==> src/swam_pkg.sv <==
`default_nettype none

package swam_pkg;

   localparam int LETTER_W = 5;
   localparam int LETTER_CODES = 2 ** LETTER_W;
   localparam int BALANCE_W = 8;

   typedef enum logic {
      OP_PATTERN = 1'b0,
      OP_TEXT    = 1'b1
   } op_type;

   typedef logic [BALANCE_W-1:0] balance_type;

endpackage

`default_nettype wire

==> src/sliding_window_anagram_match_core.sv <==
// Streaming anagram matcher. Pattern letters (req_op low) build up a letter
// multiset; text letters (req_op high) slide a window of pattern length over
// the text, and each text transfer reports whether that window is a
// permutation of the pattern. Setting req_restart on a transfer clears all
// state before the item is applied.
// Both channels use valid and stall: a transfer happens at a rising clock
// edge with valid high and stall low. Every input transfer gives exactly one
// result transfer carrying rsp_match, the sticky rsp_found (also high while
// the pattern is empty) and the sticky rsp_overflow.
// The item waits in the input register, where the departing window letter
// arrives from the history memory; then the updated balances and flags are
// written into the result register. Throughput is one item per cycle while
// rsp_stall is low; the history memory read for the next item is issued
// from the next-state values and bypasses a same-cycle write.
// Synchronous reset clears the balances, counters, flags and both valid
// registers. When rsp_stall is high the result is held, one more item is
// taken into the input register, and req_stall then rises until the result
// transfer completes.
`default_nettype none

module sliding_window_anagram_match_core #(
   parameter int MAX_PATTERN = 64,
   parameter int ALPHABET = 26
) (
   input  wire logic                          clock,
   input  wire logic                          reset,
   input  wire logic                          req_valid,
   output logic                               req_stall,
   input  wire logic                          req_op,
   input  wire logic                          req_restart,
   input  wire logic [swam_pkg::LETTER_W-1:0] req_letter,
   output logic                               rsp_valid,
   input  wire logic                          rsp_stall,
   output logic                               rsp_match,
   output logic                               rsp_found,
   output logic                               rsp_overflow
);

   localparam int IW = (ALPHABET >= swam_pkg::LETTER_CODES) ? swam_pkg::LETTER_W
                                                           : $clog2(ALPHABET);
   localparam int AW = (MAX_PATTERN > 1) ? $clog2(MAX_PATTERN) : 1;
   localparam int CW = $clog2(MAX_PATTERN + 1);
   localparam int SW = CW + 1;
   localparam int NW = $clog2(ALPHABET + 1);
   localparam int BW = swam_pkg::BALANCE_W;

   logic [IW-1:0] fold_table [swam_pkg::LETTER_CODES];

   for (genvar v = 0; v < swam_pkg::LETTER_CODES; v++) begin : g_fold
      localparam int FOLDED = v % ALPHABET;
      assign fold_table[v] = IW'(FOLDED);
   end

   logic             in_valid_ff;
   swam_pkg::op_type in_op_ff;
   logic             in_restart_ff;
   logic [IW-1:0]    in_letter_ff;
   logic [IW-1:0]    leave_ff;

   logic out_valid_ff;
   logic out_match_ff;
   logic out_found_ff;
   logic out_overflow_ff;

   swam_pkg::balance_type bal_ff [ALPHABET];
   swam_pkg::balance_type bal_in [ALPHABET];
   logic [CW-1:0]         len_ff, len_in;
   logic [CW-1:0]         seen_ff, seen_in;
   logic [AW-1:0]         slot_ff, slot_in;
   logic [NW-1:0]         nonzero_ff, nonzero_in;
   logic                  found_ff, found_in;
   logic                  overflow_ff, overflow_in;

   logic [IW-1:0] recent_mem [MAX_PATTERN];

   logic advance;
   logic accept;

   logic          is_text;
   logic [CW-1:0] len_base, seen_base;
   logic [AW-1:0] slot_base;
   logic [NW-1:0] nonzero_base;
   logic          pat_take, pat_drop, evict, same_letter;
   logic [IW-1:0] leave_letter;

   logic [ALPHABET-1:0]   inc_vec, dec_vec, zero_vec, ones_vec, one_vec;
   swam_pkg::balance_type bal_base [ALPHABET];
   swam_pkg::balance_type bal_upd [ALPHABET];
   logic                  inc_rise, dec_rise, inc_fall, dec_fall;

   logic [CW-1:0] len_upd, seen_upd;
   logic [AW-1:0] slot_upd;
   logic [NW-1:0] nonzero_upd;
   logic          match_upd, found_upd, overflow_upd;

   logic [SW-1:0] slot_ext, len_ext, back_sum;
   logic [AW-1:0] rd_addr;

   assign advance   = in_valid_ff && (!out_valid_ff || !rsp_stall);
   assign req_stall = in_valid_ff && !advance;
   assign accept    = req_valid && !req_stall;

   assign is_text      = (in_op_ff == swam_pkg::OP_TEXT);
   assign len_base     = in_restart_ff ? '0 : len_ff;
   assign seen_base    = in_restart_ff ? '0 : seen_ff;
   assign slot_base    = in_restart_ff ? '0 : slot_ff;
   assign nonzero_base = in_restart_ff ? '0 : nonzero_ff;

   assign pat_take = !is_text && (seen_base == '0) && (len_base < CW'(MAX_PATTERN));
   assign pat_drop = !is_text && (seen_base == '0) && (len_base >= CW'(MAX_PATTERN));
   assign evict    = is_text && ((len_base == '0) || (seen_base >= len_base));
   assign leave_letter = (len_base == '0) ? in_letter_ff : leave_ff;
   assign same_letter  = evict && (leave_letter == in_letter_ff);

   always_comb begin
      for (int i = 0; i < ALPHABET; i++) begin
         bal_base[i] = in_restart_ff ? '0 : bal_ff[i];
         inc_vec[i]  = (pat_take && (in_letter_ff == IW'(i))) ||
                       (evict && !same_letter && (leave_letter == IW'(i)));
         dec_vec[i]  = is_text && !same_letter && (in_letter_ff == IW'(i));
         zero_vec[i] = (bal_base[i] == '0);
         ones_vec[i] = (bal_base[i] == '1);
         one_vec[i]  = (bal_base[i] == BW'(1));
         if (inc_vec[i]) begin
            bal_upd[i] = bal_base[i] + BW'(1);
         end else if (dec_vec[i]) begin
            bal_upd[i] = bal_base[i] - BW'(1);
         end else begin
            bal_upd[i] = bal_base[i];
         end
      end
   end

   assign inc_rise = |(inc_vec & zero_vec);
   assign dec_rise = |(dec_vec & zero_vec);
   assign inc_fall = |(inc_vec & ones_vec);
   assign dec_fall = |(dec_vec & one_vec);

   assign nonzero_upd = nonzero_base + NW'(inc_rise) + NW'(dec_rise)
                        - NW'(inc_fall) - NW'(dec_fall);
   assign match_upd    = is_text && (nonzero_upd == '0);
   assign found_upd    = (in_restart_ff ? 1'b0 : found_ff) | match_upd;
   assign overflow_upd = (in_restart_ff ? 1'b0 : overflow_ff) | pat_drop;
   assign len_upd      = pat_take ? len_base + CW'(1) : len_base;
   assign seen_upd     = (is_text && (seen_base < CW'(MAX_PATTERN))) ? seen_base + CW'(1)
                                                                    : seen_base;

   always_comb begin
      if (!is_text) begin
         slot_upd = slot_base;
      end else if (slot_base == AW'(MAX_PATTERN - 1)) begin
         slot_upd = '0;
      end else begin
         slot_upd = slot_base + AW'(1);
      end
   end

   always_comb begin
      for (int i = 0; i < ALPHABET; i++) begin
         bal_in[i] = advance ? bal_upd[i] : bal_ff[i];
      end
      len_in      = advance ? len_upd : len_ff;
      seen_in     = advance ? seen_upd : seen_ff;
      slot_in     = advance ? slot_upd : slot_ff;
      nonzero_in  = advance ? nonzero_upd : nonzero_ff;
      found_in    = advance ? found_upd : found_ff;
      overflow_in = advance ? overflow_upd : overflow_ff;
   end

   // The next item's departing letter sits pattern_length slots behind the
   // write slot that holds once the current item has been applied.
   assign slot_ext = SW'(slot_in);
   assign len_ext  = SW'(len_in);
   always_comb begin
      if (slot_ext >= len_ext) begin
         back_sum = slot_ext - len_ext;
      end else begin
         back_sum = slot_ext + SW'(MAX_PATTERN) - len_ext;
      end
   end
   assign rd_addr = back_sum[AW-1:0];

   always_ff @(posedge clock) begin
      if (advance && is_text) begin
         recent_mem[slot_base] <= in_letter_ff;
      end
      if (accept) begin
         if (advance && is_text && (slot_base == rd_addr)) begin
            leave_ff <= in_letter_ff;
         end else begin
            leave_ff <= recent_mem[rd_addr];
         end
      end
   end

   always_ff @(posedge clock) begin
      if (reset) begin
         in_valid_ff <= 1'b0;
      end else if (accept) begin
         in_valid_ff <= 1'b1;
      end else if (advance) begin
         in_valid_ff <= 1'b0;
      end
   end

   always_ff @(posedge clock) begin
      if (accept) begin
         in_op_ff      <= swam_pkg::op_type'(req_op);
         in_restart_ff <= req_restart;
         in_letter_ff  <= fold_table[req_letter];
      end
   end

   always_ff @(posedge clock) begin
      if (reset) begin
         for (int i = 0; i < ALPHABET; i++) begin
            bal_ff[i] <= '0;
         end
         len_ff      <= '0;
         seen_ff     <= '0;
         slot_ff     <= '0;
         nonzero_ff  <= '0;
         found_ff    <= 1'b0;
         overflow_ff <= 1'b0;
      end else begin
         for (int i = 0; i < ALPHABET; i++) begin
            bal_ff[i] <= bal_in[i];
         end
         len_ff      <= len_in;
         seen_ff     <= seen_in;
         slot_ff     <= slot_in;
         nonzero_ff  <= nonzero_in;
         found_ff    <= found_in;
         overflow_ff <= overflow_in;
      end
   end

   always_ff @(posedge clock) begin
      if (reset) begin
         out_valid_ff <= 1'b0;
      end else if (advance) begin
         out_valid_ff <= 1'b1;
      end else if (!rsp_stall) begin
         out_valid_ff <= 1'b0;
      end
   end

   always_ff @(posedge clock) begin
      if (advance) begin
         out_match_ff    <= match_upd;
         out_found_ff    <= found_upd | (len_upd == '0);
         out_overflow_ff <= overflow_upd;
      end
   end

   assign rsp_valid    = out_valid_ff;
   assign rsp_match    = out_match_ff;
   assign rsp_found    = out_found_ff;
   assign rsp_overflow = out_overflow_ff;

`ifndef SYNTH
   assert property (@(posedge clock) disable iff (reset)
      rsp_valid |-> (!rsp_match || rsp_found))
      else $error("A matching window was reported without the found flag.");

   assert property (@(posedge clock) disable iff (reset)
      (overflow_ff && !(advance && in_restart_ff)) |=> overflow_ff)
      else $error("The overflow flag cleared without a restart.");

   assert property (@(posedge clock) disable iff (reset)
      (len_ff <= CW'(MAX_PATTERN)) && (seen_ff <= CW'(MAX_PATTERN)))
      else $error("Pattern length or text count exceeds the window depth.");

   assert property (@(posedge clock) disable iff (reset)
      (advance && !is_text) |=> $stable(slot_ff) || $past(in_restart_ff))
      else $error("A pattern letter moved the history write slot.");
`endif

endmodule

`default_nettype wire

==> config.mk <==
export PLATFORM = sky130hd
export DESIGN_NAME = sliding_window_anagram_match_core
export DESIGN_NICKNAME = d
export VERILOG_FILES = /design/src/swam_pkg.sv /design/src/sliding_window_anagram_match_core.sv
export SDC_FILE = /design/constraint.sdc
export NUM_CORES = 1
export LEC_CHECK = 0
export ABC_AREA = 1
export BUFFER_PORTS_ARGS = -buffer_cell sky130_fd_sc_hd__buf_4
export CORE_UTILIZATION = 61
export DETAILED_ROUTE_END_ITERATION = 10
export HOLD_SLACK_MARGIN = 0.15
export PLACE_DENSITY = 0.76
export SLEW_MARGIN = 15
export SYNTH_ARGS = -nofsm -noshare
export SYNTH_HDL_FRONTEND = slang
export SYNTH_SLANG_ARGS = --single-unit
export TNS_END_PERCENT = 10
==> constraint.sdc <==
create_clock -name clock -period 13.8 [get_ports clock]
set_input_delay 2.07 -clock clock [delete_from_list [all_inputs] [get_ports clock]]
set_output_delay 2.07 -clock clock [all_outputs]
set_load 0.1 [all_outputs]
==> flow_metrics.tcl <==
set metrics [dict create \
    status "finished, final reports clean" \
    power.leakage_nw 14.7 \
    worst_pin_slew_ns 0.998 \
    hp-class "flip-flop to flip-flop" \
    power_frac_comb_pct 19.3 \
    viasPerCell 5.80 \
    pwr-share-clk_pct 37.7 \
    synth_area_leaders "edfxtp_1 29%, dfxtp_1 14%, nand2_1 11%, nor2_1 10%, nand3_1 5.4%" \
    clock_sinks 572 \
    numCtsBuffers 61 \
    ys_warn_count 0 \
    clock_skew_ns 0.0361 \
    peakVddDrop_mv 0.119 \
    async_flop_share_pct 0 \
    syn2layout_area_growth_pct 7.06 \
    grt_setup_unrepaired "false" \
    drive_gt1_share_pct 5.42 \
    cpLargestDelayFamily "simple AND/OR/NAND/NOR gates" \
    insertion_delay_ns 0.66 \
    start_kind "flip-flop" \
    fmaxAchievable_mhz 132 \
    setup_violations 0 \
    rows 86 \
    slew_violations 0 \
    switching_share_pct 30.2 \
    synth_nets 4758 \
    min_period_over_period_pct 54.8 \
    syn-cell-area_mm2 0.0342 \
    synth.largest_area_cell "edfxtp_1" \
    final_hold_viol_count 0 \
    ctsHtreeMaxLevel 2 \
    grt_first_pass_wirelength_um 145000 \
    die_y_um 239 \
    slowest_delay_ns 0.75 \
    crit_buf_inv 5 \
    crit_arrival_ns 7.94 \
    initial_utilization_pct 62.0 \
    cp-end-kind "flip-flop" \
    syn_inst 4647 \
    final_antenna_net_count 0 \
    crit_fanout 69 \
    synth.most_common_cell "nand2_1" \
    p_int_mw 3.02 \
    synth_edf_count 335 \
    postCtsResizedCells 0 \
    synth.top_cell.area_share_pct 29.4 \
    total_power_mw 4.33 \
    grt_antenna_before_repair 0 \
    cellPowerDensity_mw_per_mm2 118 \
    final_nets 4657 \
    setup_tns_ns 0 \
    ys_seq_area_share_pct 43.3 \
    path_clk_slew_ns 0.06 \
    io_pins 16 \
    core_area_mm2 0.0552 \
    cts_setup_buffers 0 \
    grt_max_degree 130 \
    io_buffer_count 15 \
    cts_max_path_buffers 3 \
    synthDistinctLibCells 58 \
    tritoncts "yes" \
    finalWeightedCongestion 0.939 \
    root_buffer "clkbuf_16" \
    ys_seq_elements 572 \
    syn_area_per_cell_um2 7.36 \
    grt_pass1_vias 28385 \
    yosys-top-cells-count "972 x nand2_1, 910 x nor2_1, 472 x inv_1, 370 x nand3_1, 335 x edfxtp_1" \
    maxCapViolCount 0 \
    final_util_pct 66.3 \
    critPathRequiredTime_ns 14.19 \
    cp_slowest_cell "buf_4" \
    detailed_place_hpwl_um 57700 \
    die-width_um 239 \
    die-area_mm2 0.0570 \
    wirelength_um 90400 \
    drc 0 \
    fin_crit_ns 7.56 \
    drtIter0Drc 3125 \
    n_antenna_cell 0 \
    wl_per_cell_um 16.9 \
    timing.slew.headroom_pct 33.3 \
    cts_hold_buf 0 \
    dominantRegCellSynth "edfxtp_1" \
    vias 30960 \
    first_pass_iters 6 \
    seqPwrFrac_pct 43.0 \
    p_switching_mw 1.31 \
    grt_overflow 0 \
    fillerInstances 4765 \
    whs_ns 0.466 \
    path_class "flip-flop to flip-flop" \
    grt_use_total_pct 31.5 \
]
state kept, by name, indices dropped and copies added, names as in the netlist, named ones only:
name,flops
slot_ff,6
recent_mem,320
seen_ff,7
overflow_ff,1
in_op_ff,1
nonzero_ff,5
leave_ff,5
in_restart_ff,1
in_valid_ff,1
len_ff,6
bal_ff,208
in_letter_ff,5
rsp_valid,1
found_ff,1
rsp_found,1
rsp_match,1
rsp_overflow,1
kinds of logic after synthesis:
group / Yosys count / synth area share, %
AOI/OAI and AO/OA: 653 / 11.3
xor gates and xnor gates: 44 / 1.15
adders and majority gates: 100 / 3.75
buffers and inverters: 699 / 7.93
DFF: 572 / 43.3
muxes: 30 / 0.988
and+or+nand+nor: 2549 / 31.6
worst min-delay path: stages, from the launching register on:
cell,delay (ns)
dfxtp_1,0.31
nand2_1,0.06
a21oi_1,0.06
through the flow:
stage / instances / setup WS [ns] / cell area (um2)
floorplan: 4647 / 7.94 / 34200
global placement: 5231 / 5.97 / 34700
detailed placement: 5231 / 5.86 / 34700
CTS: 5341 / 6.52 / 36600
global route: 5341 / 5.90 / 36600
finish: 5341 / 6.24 / 36600
metal layers:
layer	global-route usage (%)	part of all wire, %	routed length [um]
met5	0	0	0
met4	13.1	3.9	3560
met3	4.08	7.6	6890
met2	52.0	46	41800
met1	41.7	42	38200
cells in the final DEF (no fill, tap or decap), types with 95 or more instances in the layout:
cell type	count
a21oi_1	114
dfxtp_1	237
edfxtp_1	335
ha_1	95
inv_1	470
nand2_1	972
nand3_1	370
nor2_1	909
o21ai_0	306
power groups by stage:
stage / clock network, mW / logic [mW] / registers (mW)
final: 1.63 / 0.835 / 1.86
after detailed placement: 0 / 0.819 / 1.89
after global routing: 1.71 / 0.919 / 1.86
after CTS: 1.65 / 0.823 / 1.86
after global placement: 0 / 0.803 / 1.89
after floorplan: 0 / 0.612 / 1.90
path summary, 6_finish.rpt:
kind / startpoint / to / slack (ns) / cells after the start
min: bal_ff[1][73] / bal_ff[1][73] / 0.47 / 2
max: in_restart_ff / rsp_found / 6.24 / 27
max reg2reg: in_restart_ff / rsp_found / 6.24 / 27
min reg2reg: bal_ff[1][73] / bal_ff[1][73] / 0.47 / 2
area by class of cell:
cell class,count,area [um2],share of cell area [%]
clock buffer,79,1630,4.46
clock inverter,31,337,0.919
inverter,496,1880,5.13
multi-input combinational,3376,16700,45.7
sequential,572,14800,40.4
tap,748,936,2.56
timing repair buffer,39,305,0.834
(Power assumes the default switching activity.)
